`src/design/tcba_pkg.sv`:
```
// ----------------------------------------------------------------------------
// tcba_pkg
// Shared types, event codes and sizes for the two-class admission block.
// ----------------------------------------------------------------------------
package tcba_pkg;

    localparam int DEPTH = 16;
    localparam int IW    = $clog2(DEPTH);
    localparam int CW    = $clog2(DEPTH + 1);

    localparam logic [1:0] CMD_SUBMIT = 2'd0;
    localparam logic [1:0] CMD_RETIRE = 2'd1;
    localparam logic [1:0] CMD_CANCEL = 2'd2;

    localparam logic [2:0] EV_ACCEPTED   = 3'd0;
    localparam logic [2:0] EV_REJECTED   = 3'd1;
    localparam logic [2:0] EV_ADMITTED   = 3'd2;
    localparam logic [2:0] EV_DROPPED    = 3'd3;
    localparam logic [2:0] EV_CANCEL_OK  = 3'd4;
    localparam logic [2:0] EV_CANCEL_REF = 3'd5;
    localparam logic [2:0] EV_RETIRED    = 3'd6;
    localparam logic [2:0] EV_RETIRE_UNK = 3'd7;

    localparam logic [2:0] REG_WORKERS = 3'd0;
    localparam logic [2:0] REG_PENDING = 3'd1;
    localparam logic [2:0] REG_BURST   = 3'd2;
    localparam logic [2:0] REG_BUDGET  = 3'd3;
    localparam logic [2:0] REG_ENABLE  = 3'd4;

    localparam logic [47:0] MIB64 = 48'h0000_0400_0000;
    localparam logic [47:0] M48   = '1;

    typedef logic [IW-1:0] t_idx;

endpackage

```
`src/design/two_class_budgeted_admission.sv`:
```
// ----------------------------------------------------------------------------
// two_class_budgeted_admission
// Job admission from an interactive and a background queue under a worker
// limit and a byte budget.
// ----------------------------------------------------------------------------
// Usage:
//   A command transfers when i_start is high and o_busy is low. Submit,
//   retire and cancel each produce one or more events; every event is shown
//   for exactly one cycle with o_valid high, o_last marks the final one.
//   The receiver cannot stall; events are never held back.
//   Configuration is written through i_cfg_we / i_cfg_idx / i_cfg_data; the
//   user must do so only while the block is idle; the block does not check it.
//   The id lookup walks the table one entry a cycle, the estimate takes
//   two passes of one shared 32x32 multiplier plus a floor-and-add step,
//   and the admission pass goes through a pick and a decide state for
//   each queue head it examines. Events of a pass leave one step late
//   through a holding register so that o_last can mark the final one.
//   Reset sets the queues empty, the table invalid, next id 1 and the
//   registers to their defaults.
// ----------------------------------------------------------------------------
module two_class_budgeted_admission (
    input  logic        i_clk,
    input  logic        i_rst_n,
    input  logic        i_start,
    output logic        o_busy,
    input  logic        i_cfg_we,
    input  logic [2:0]  i_cfg_idx,
    input  logic [47:0] i_cfg_data,
    input  logic [1:0]  i_cmd,
    input  logic        i_interactive,
    input  logic [15:0] i_est_width,
    input  logic [15:0] i_est_height,
    input  logic [39:0] i_payload_bytes,
    input  logic [31:0] i_job_id,
    output logic        o_valid,
    output logic [2:0]  o_event_res,
    output logic [31:0] o_event_id,
    output logic [47:0] o_job_bytes,
    output logic [4:0]  o_running_now,
    output logic        o_last
);
    import tcba_pkg::*;

    // sequencer states
    localparam logic [3:0] S_IDLE   = 4'd0;
    localparam logic [3:0] S_MUL0   = 4'd1;
    localparam logic [3:0] S_MUL1   = 4'd2;
    localparam logic [3:0] S_MUL2   = 4'd3;
    localparam logic [3:0] S_EST    = 4'd4;
    localparam logic [3:0] S_SUBMIT = 4'd5;
    localparam logic [3:0] S_SCAN   = 4'd6;
    localparam logic [3:0] S_LOOKED = 4'd7;
    localparam logic [3:0] S_PICK   = 4'd8;
    localparam logic [3:0] S_DECIDE = 4'd9;
    localparam logic [3:0] S_DONE   = 4'd10;

    logic [3:0]  r_state;
    logic [4:0]  r_max_workers, r_max_pending;
    logic [7:0]  r_burst;
    logic [47:0] r_budget;
    logic        r_enable;

    logic [DEPTH-1:0] r_valid;
    logic [31:0] r_eid   [DEPTH];
    logic [47:0] r_ebytes[DEPTH];
    logic [2:0]  r_eflags[DEPTH];

    t_idx        r_ififo[DEPTH];
    t_idx        r_bfifo[DEPTH];
    t_idx        r_ihead, r_bhead;
    logic [CW-1:0] r_icnt, r_bcnt;

    logic [31:0] r_next_id;
    logic [47:0] r_inflight;
    logic [4:0]  r_running, r_pending;
    logic [7:0]  r_streak;

    // latched command
    logic [1:0]  r_cmd;
    logic        r_int;
    logic [15:0] r_w, r_h;
    logic [39:0] r_pay;
    logic [31:0] r_jid;

    // shared multiplier operands and accumulator
    logic [31:0] r_ma, r_mb;
    logic [63:0] r_prod;
    logic [47:0] r_est;

    // lookup / pick
    t_idx        r_scan;
    logic        r_found;
    t_idx        r_hit;
    logic        r_qbg;
    t_idx        r_pidx;

    // event held back one step until the next one, or the end, is known
    logic [2:0]  r_hold_res;
    logic [31:0] r_hold_id;
    logic [47:0] r_hold_bytes;
    logic [4:0]  r_hold_run;

    logic [63:0] w_prod;
    assign w_prod = r_ma * r_mb;

    logic [4:0]  w_workers, w_pend_lim;
    logic [7:0]  w_burst;
    logic [47:0] w_budget;
    assign w_workers  = (r_max_workers == 5'd0) ? 5'd1 : r_max_workers;
    assign w_pend_lim = (r_max_pending == 5'd0) ? 5'd1 : r_max_pending;
    assign w_burst    = (r_burst == 8'd0) ? 8'd1 : r_burst;
    assign w_budget   = (r_budget == 48'd0) ? 48'd1 : r_budget;

    // first free entry
    logic w_free_ok;
    t_idx w_free;
    always_comb begin
        w_free_ok = 1'b0;
        w_free    = '0;
        for (int i = DEPTH - 1; i >= 0; i--) begin
            if (!r_valid[i]) begin
                w_free_ok = 1'b1;
                w_free    = t_idx'(i);
            end
        end
    end

    // queue choice for the admission pass
    logic w_pick_bg, w_pick_any;
    assign w_pick_bg  = (r_bcnt != '0) && ((r_icnt == '0) || (r_streak >= w_burst));
    assign w_pick_any = (r_bcnt != '0) || (r_icnt != '0);

    logic [47:0] w_b, w_room, w_sum;
    logic        w_sum_ovf;
    assign w_b    = r_ebytes[r_pidx];
    assign w_room = w_budget - ((r_inflight < w_budget) ? r_inflight : w_budget);
    assign {w_sum_ovf, w_sum} = {1'b0, r_inflight} + {1'b0, w_b};

    assign o_busy = (r_state != S_IDLE);

    always_ff @(posedge i_clk) begin
        if (!i_rst_n) begin
            o_valid       <= 1'b0;
            o_last        <= 1'b0;
            r_state       <= S_IDLE;
            r_max_workers <= 5'd1;
            r_max_pending <= 5'd16;
            r_burst       <= 8'd1;
            r_budget      <= 48'd1;
            r_enable      <= 1'b0;
            r_valid       <= '0;
            r_ihead       <= '0;
            r_bhead       <= '0;
            r_icnt        <= '0;
            r_bcnt        <= '0;
            r_next_id     <= 32'd1;
            r_inflight    <= '0;
            r_running     <= '0;
            r_pending     <= '0;
            r_streak      <= '0;
        end else begin
            if (i_cfg_we) begin
                case (i_cfg_idx)
                    REG_WORKERS: r_max_workers <= i_cfg_data[4:0];
                    REG_PENDING: r_max_pending <= i_cfg_data[4:0];
                    REG_BURST:   r_burst       <= i_cfg_data[7:0];
                    REG_BUDGET:  r_budget      <= i_cfg_data;
                    REG_ENABLE:  r_enable      <= i_cfg_data[0];
                    default: ;
                endcase
            end
            case (r_state)
                S_IDLE: begin
                    o_valid <= 1'b0;
                    o_last  <= 1'b0;
                    if (i_start) begin
                        r_cmd   <= i_cmd;
                        r_int   <= i_interactive;
                        r_w     <= i_est_width;
                        r_h     <= i_est_height;
                        r_pay   <= i_payload_bytes;
                        r_jid   <= i_job_id;
                        r_scan  <= '0;
                        r_found <= 1'b0;
                        r_ma    <= {16'd0, i_est_width};
                        r_mb    <= {16'd0, i_est_height};
                        case (i_cmd)
                            CMD_SUBMIT: r_state <= S_MUL0;
                            CMD_RETIRE, CMD_CANCEL: r_state <= S_SCAN;
                            default: r_state <= S_IDLE;
                        endcase
                    end
                end
                // w*h
                S_MUL0: begin
                    o_valid <= 1'b0;
                    o_last  <= 1'b0;
                    r_prod  <= w_prod;
                    r_state <= S_MUL1;
                end
                // (w*h)*12, else payload*3
                S_MUL1: begin
                    o_valid <= 1'b0;
                    o_last  <= 1'b0;
                    if (r_prod != 64'd0) begin
                        r_ma <= r_prod[31:0];
                        r_mb <= 32'd12;
                    end else begin
                        r_ma <= r_pay[31:0];
                        r_mb <= 32'd3;
                    end
                    r_state <= S_MUL2;
                end
                S_MUL2: begin
                    o_valid <= 1'b0;
                    o_last  <= 1'b0;
                    r_est   <= w_prod[47:0];
                    r_state <= S_EST;
                end
                // payload*3 adds the upper payload bits; floor at 64 MiB
                S_EST: begin
                    logic [47:0] v;
                    v = r_est;
                    if (r_prod == 64'd0) begin
                        v = r_est + {r_pay[39:32], 32'd0} * 48'd3;
                        if (v < MIB64) v = MIB64;
                    end
                    o_valid <= 1'b0;
                    o_last  <= 1'b0;
                    r_est   <= v + {8'd0, r_pay};
                    r_state <= S_SUBMIT;
                end
                S_SUBMIT: begin
                    if (!r_enable || r_pending >= w_pend_lim || !w_free_ok
                        || r_pending >= 5'(DEPTH)) begin
                        o_valid       <= 1'b1;
                        o_event_res   <= EV_REJECTED;
                        o_event_id    <= '0;
                        o_job_bytes   <= '0;
                        o_running_now <= r_running;
                        o_last        <= 1'b1;
                        r_state       <= S_IDLE;
                    end else begin
                        o_valid      <= 1'b0;
                        o_last       <= 1'b0;
                        r_hold_res   <= EV_ACCEPTED;
                        r_hold_id    <= r_next_id;
                        r_hold_bytes <= r_est;
                        r_hold_run   <= r_running;
                        r_valid[w_free]  <= 1'b1;
                        r_eid[w_free]    <= r_next_id;
                        r_ebytes[w_free] <= r_est;
                        r_eflags[w_free] <= {2'b00, r_int};
                        r_next_id <= (r_next_id == 32'hFFFF_FFFF) ? 32'd1 : r_next_id + 32'd1;
                        r_pending <= r_pending + 5'd1;
                        if (r_int) begin
                            r_ififo[r_ihead + t_idx'(r_icnt)] <= w_free;
                            r_icnt <= r_icnt + 1'b1;
                        end else begin
                            r_bfifo[r_bhead + t_idx'(r_bcnt)] <= w_free;
                            r_bcnt <= r_bcnt + 1'b1;
                        end
                        r_state <= S_PICK;
                    end
                end
                // id search, one entry a cycle, lowest index wins
                S_SCAN: begin
                    o_valid <= 1'b0;
                    o_last  <= 1'b0;
                    if (!r_found && r_valid[r_scan] && r_eid[r_scan] == r_jid) begin
                        r_found <= 1'b1;
                        r_hit   <= r_scan;
                    end
                    r_scan <= r_scan + 1'b1;
                    if (r_scan == t_idx'(DEPTH - 1)) r_state <= S_LOOKED;
                end
                S_LOOKED: begin
                    if (r_cmd == CMD_CANCEL) begin
                        o_valid       <= 1'b1;
                        o_event_id    <= r_jid;
                        o_running_now <= r_running;
                        o_last        <= 1'b1;
                        r_state       <= S_IDLE;
                        if (!r_found || r_eflags[r_hit][1]) begin
                            o_event_res <= EV_CANCEL_REF;
                            o_job_bytes <= '0;
                        end else begin
                            o_event_res <= EV_CANCEL_OK;
                            o_job_bytes <= r_ebytes[r_hit];
                            r_eflags[r_hit][1] <= 1'b1;
                        end
                    end else if (r_jid == 32'd0 || !r_found || !r_eflags[r_hit][2]) begin
                        o_valid       <= 1'b1;
                        o_event_res   <= EV_RETIRE_UNK;
                        o_event_id    <= r_jid;
                        o_job_bytes   <= '0;
                        o_running_now <= r_running;
                        o_last        <= 1'b1;
                        r_state       <= S_IDLE;
                    end else begin
                        o_valid      <= 1'b0;
                        o_last       <= 1'b0;
                        r_hold_res   <= EV_RETIRED;
                        r_hold_id    <= r_jid;
                        r_hold_bytes <= r_ebytes[r_hit];
                        r_hold_run   <= r_running - 5'd1;
                        r_valid[r_hit]  <= 1'b0;
                        r_eflags[r_hit] <= '0;
                        r_running <= r_running - 5'd1;
                        r_inflight <= (r_inflight >= r_ebytes[r_hit])
                                      ? r_inflight - r_ebytes[r_hit] : '0;
                        if (r_pending != 5'd0) r_pending <= r_pending - 5'd1;
                        r_state <= S_PICK;
                    end
                end
                // choose a queue head; end the pass if none can go
                S_PICK: begin
                    o_valid <= 1'b0;
                    o_last  <= 1'b0;
                    if (r_running >= w_workers || !w_pick_any) begin
                        r_state <= S_DONE;
                    end else begin
                        r_qbg   <= w_pick_bg;
                        r_pidx  <= w_pick_bg ? r_bfifo[r_bhead] : r_ififo[r_ihead];
                        r_state <= S_DECIDE;
                    end
                end
                S_DECIDE: begin
                    if (r_eflags[r_pidx][1]) begin
                        // marked: drop; send the held event, hold this one
                        o_valid       <= 1'b1;
                        o_event_res   <= r_hold_res;
                        o_event_id    <= r_hold_id;
                        o_job_bytes   <= r_hold_bytes;
                        o_running_now <= r_hold_run;
                        o_last        <= 1'b0;
                        r_hold_res    <= EV_DROPPED;
                        r_hold_id     <= r_eid[r_pidx];
                        r_hold_bytes  <= w_b;
                        r_hold_run    <= r_running;
                        r_valid[r_pidx] <= 1'b0;
                        if (r_pending != 5'd0) r_pending <= r_pending - 5'd1;
                        if (r_qbg) begin
                            r_bhead <= r_bhead + 1'b1;
                            r_bcnt  <= r_bcnt - 1'b1;
                        end else begin
                            r_ihead <= r_ihead + 1'b1;
                            r_icnt  <= r_icnt - 1'b1;
                        end
                        r_state <= S_PICK;
                    end else if (!(r_running == 5'd0 && r_inflight == 48'd0) && w_b > w_room) begin
                        o_valid <= 1'b0;
                        o_last  <= 1'b0;
                        r_state <= S_DONE;
                    end else begin
                        o_valid       <= 1'b1;
                        o_event_res   <= r_hold_res;
                        o_event_id    <= r_hold_id;
                        o_job_bytes   <= r_hold_bytes;
                        o_running_now <= r_hold_run;
                        o_last        <= 1'b0;
                        r_hold_res    <= EV_ADMITTED;
                        r_hold_id     <= r_eid[r_pidx];
                        r_hold_bytes  <= w_b;
                        r_hold_run    <= r_running + 5'd1;
                        r_eflags[r_pidx][2] <= 1'b1;
                        r_running  <= r_running + 5'd1;
                        r_inflight <= w_sum_ovf ? M48 : w_sum;
                        if (r_eflags[r_pidx][0]) begin
                            if (r_streak != 8'hFF) r_streak <= r_streak + 8'd1;
                        end else begin
                            r_streak <= '0;
                        end
                        if (r_qbg) begin
                            r_bhead <= r_bhead + 1'b1;
                            r_bcnt  <= r_bcnt - 1'b1;
                        end else begin
                            r_ihead <= r_ihead + 1'b1;
                            r_icnt  <= r_icnt - 1'b1;
                        end
                        r_state <= S_PICK;
                    end
                end
                // the held event is the final one of this command
                S_DONE: begin
                    o_valid       <= 1'b1;
                    o_event_res   <= r_hold_res;
                    o_event_id    <= r_hold_id;
                    o_job_bytes   <= r_hold_bytes;
                    o_running_now <= r_hold_run;
                    o_last        <= 1'b1;
                    r_state       <= S_IDLE;
                end
                default: begin
                    o_valid <= 1'b0;
                    o_last  <= 1'b0;
                    r_state <= S_IDLE;
                end
            endcase
        end
    end

endmodule
```
`config.mk`:
```
export PLATFORM = sky130hd
export DESIGN_NAME = two_class_budgeted_admission
export DESIGN_NICKNAME = d
export VERILOG_FILES = /design/src/design/tcba_pkg.sv /design/src/design/two_class_budgeted_admission.sv
export SDC_FILE = /design/constraint.sdc
export NUM_CORES = 2
export LEC_CHECK = 0
export BUFFER_PORTS_ARGS = -buffer_cell sky130_fd_sc_hd__buf_2
export CAP_MARGIN = 20
export CORE_MARGIN = 4
export CORE_UTILIZATION = 46
export CTS_CLUSTER_SIZE = 12
export DETAILED_ROUTE_END_ITERATION = 8
export GPL_ROUTABILITY_DRIVEN = 1
export MAX_ROUTING_LAYER = met4
export PLACE_DENSITY = 0.72
export SKIP_CTS_REPAIR_TIMING = 1
export SYNTH_ARGS = -nofsm -noshare
export SYNTH_HDL_FRONTEND = slang
export SYNTH_SLANG_ARGS = --single-unit
```
`constraint.sdc`:
```
create_clock -name i_clk -period 44.3 [get_ports i_clk]
set_clock_uncertainty 0.2 [all_clocks]
set_input_delay 4.43 -clock i_clk [delete_from_list [all_inputs] [get_ports i_clk]]
set_output_delay 4.43 -clock i_clk [all_outputs]
set_load 0.01 [all_outputs]
```
==> summary.md <==
| Metric | Value |
|---|---|
| DR iter-0 viols | between 10000 and 15000 |
| Post-route minimum period | 11.82 ns |
| Largest net degree at the start of global routing | 111 |
| DR DRC count | 3 |
| Via density | between 6 and 7 |
| Vias | 83900 |
| Share of layout cells above drive strength 1 | 17.3% |
| Worst-margin pin slew | 1.17 ns |
| Routed Antenna Nets | 0 |
| Commonest non-fill, non-tap cell in the layout | edfxtp_1 |
| Vias in the first global route | approximately 84000 |
| #FFs+latches synth | around 2100 |
| Gr usage total | 27.0% |
| CP Launch Point | r_budget[35]$_SDFFE_PN0P_ |
| Top cell by count, worst path | buf_4 |
| Final wirelength | 373000 um |
| GPL Wtd Cong | 0.951 |
| Critical path fanouts, max | 51 |
| CP required | approximately 45 ns |
| Grt ovf | 0 |
| Final number of setup-violating endpoints | 0 |
| Type of origin of the critical path | flip-flop |
| Hold crit path type | reg -> reg |
| CTS tree | yes |
| Seq/Total Area, Yosys | slightly below 50% |
| Top_reg_cell synth | edfxtp_1 |
| Num CTS Buffers | 223 |
| Htree depth | 4 |
| Post-synth EDFFs | 1868 |
| Core Region | 269000 um^2 |
| R2R setup slack | between 30 and 40 ns |
| Syn Nets | roughly 11000 |
| Die width | 528 um |
| Hold Fails Final Rpt | 0 |
| Crit path DAT | 12.11 ns |
| Post-DP HPWL | 249000 um |
| I/O pins | 253 |
| Failing checks | DRC |
| Mean routed wirelength per cell | roughly 28 um |
| Setup TNS Final | 0 ns |
| Initial antenna violation count | 23 |
| Slowest CP cell | nor4_1 |
| Worst hold path depth | 2 |
| Most frequent cells in the layout | 1868 x edfxtp_1, 869 x nand2_1, 864 x mux4_2, 799 x inv_1, 602 x ha_1 |
| Reg2Reg Depth | 33 |
| Row cnt | 190 |
| F_max | 84.6 MHz |
| Total Die Area | between 200000 and 300000 um^2 |
| Initial Util | a little under half |
| R2r endpoint | r_hold_bytes[29]$_DFFE_PP_ |
| Unrepaired setup endpoints after global routing | false |
| Status | complete, but fails checks |
| Max clock buf depth | 4 |
| Max incr delay on CP | ~0.80 ns |
| Hold path start | r_burst[2]$_SDFFE_PN0P_ |
| CP Class | reg -> reg |
| Port-buffer cells | approximately 250 |
| Die height | 528 um |
| Max-slew headroom | 21.7% |
| Worst setup EP type | flip-flop |
| Cell count after synthesis | 9330 |
| First-pass GRT wire length | 551000 um |
| Post-layout nets | 10608 |
| Async S/R FF share, synth | 0% |
| Post-Syn Area | 124000 um^2 |
| Synth cell types | 86 |
| # clock sinks | 2093 |
| Reg clk slew, reported paths | ~0.060 ns |
| Worst-skew pair later-pin latency | 0.96 ns |
| Max Cap Viol | 0 |
| Period utilisation layout | between 20% and 30% |
| Yosys Warn Count | 0 |
| FF-to-FF Start | r_budget[35]$_SDFFE_PN0P_ |
| Area growth from synthesis to layout | 9.69% |
| Drt first pass iters | 9 |
| Root Buffer Master | clkbuf_16 |
| Max-slew violation count | 0 |
| Min-Delay Endpoint | r_burst[2]$_SDFFE_PN0P_ |
| Mean post-synth cell area | 13.3 um^2 |
## synthesized netlist by cell type, types with 56 or more instances
master       n  area [um^2]
nor4_1      56          350
and2_1     216         1350
o21ai_0    371         1860
fa_1       430         8610
mux2i_1     64          641
edfxtp_1  1868        56100
buf_1       79          297
a21o_1     145         1090
clkbuf_1   432         1620
a21oi_1    460         2300
ha_1       602         7530
nand2_1    871         3270
a22oi_1     70          526
inv_1      803         3010
dfxtp_1    225         4500
nor2_1     419         1570
xor2_1     118         1030
a22o_1      85          744
xnor2_1    215         1880
nand3_1    102          510
nand4_1     93          582
mux4_2     864        19500
## worst max path at each step
stage                     slack (ns)                          end
after floorplan                28.32  o_event_id[0]$_SDFFCE_PN0P_
after global routing           31.91    r_hold_bytes[1]$_DFFE_PP_
after CTS                      32.33   r_hold_bytes[28]$_DFFE_PP_
final                          32.48   r_hold_bytes[29]$_DFFE_PP_
after detailed placement       32.40   r_hold_bytes[35]$_DFFE_PP_
after global placement         32.51   r_hold_bytes[35]$_DFFE_PP_
## cells by family after synthesis
group           share of synthesized area [%]
flops                                    48.7
xor+xnor                                 2.34
compound gates                           7.88
mux                                      16.5
simple gates                             7.61
fa+ha+maj                                13.0
buf+inv                                  4.04
## cell type report
cell class / count / area [um^2]
Fill cell: 22173 / 132000
Inverter: 805 / 3030
Sequential cell: 2093 / 60600
Multi-Input combinational cell: 5904 / 59000
Tap cell: 3552 / 4440
Antenna cell: 10 / 25.0
Clock inverter: 80 / 759
Timing Repair Buffer: 387 / 2440
Clock buffer: 306 / 6130
## metal layers
| layer | vias up | GRT usage (%) | share of wire, % |
|---|---|---|---|
| li1 | 35165 | - | - |
| met1 | 42640 | 36.9 | 39 |
| met2 | 5310 | 40.5 | 45 |
| met3 | 785 | 5.60 | 11 |
| met4 | 0 | 9.35 | 4.0 |
| met5 | - | - | 0 |
## stage by stage
step / utilization (%) / setup slack (ns) / hold slack, ns / instance area [um^2] / std cells
after global routing: 50.8 / 31.91 / 0.271 / 136000 / 13134
after global placement: 48.2 / 32.51 / 0.249 / 129000 / 12732
after floorplan: - / 28.32 / 0.236 / 124000 / 9330
after CTS: 50.7 / 32.33 / 0.258 / 136000 / 13119
after detailed placement: 48.2 / 32.40 / 0.249 / 129000 / 12733
final: 50.8 / 32.48 / 0.267 / 136000 / 13137
## state kept, by name, summed over array words and instances, names as in the netlist, 16 cells and up, named ones only
| name | cells |
|---|---|
| r_budget | 48 |
| r_eflags | 48 |
| r_ebytes | 768 |
| r_inflight | 48 |
| r_jid | 32 |
| r_ififo | 64 |
| r_mb | 16 |
| r_eid | 512 |
| o_event_id | 32 |
| r_hold_id | 32 |
| r_next_id | 32 |
| r_bfifo | 64 |
| r_valid | 16 |
| o_job_bytes | 48 |
| r_ma | 32 |
| r_hold_bytes | 48 |
| r_pay | 40 |
| r_est | 48 |
| r_prod | 51 |
## worst max-delay path, delay by kind of cell (launching register included)
kind / cells / cell delay [ns]
flops: 1 / 0.35
buf+inv: 4 / 2.11
compound gates: 16 / 4.38
fa+ha+maj: 3 / 0.98
simple gates: 10 / 3.24
Power is left out: the tool's default activity adds up to more than one toggle a clock period on the data nets, which glitch-free logic cannot reach.
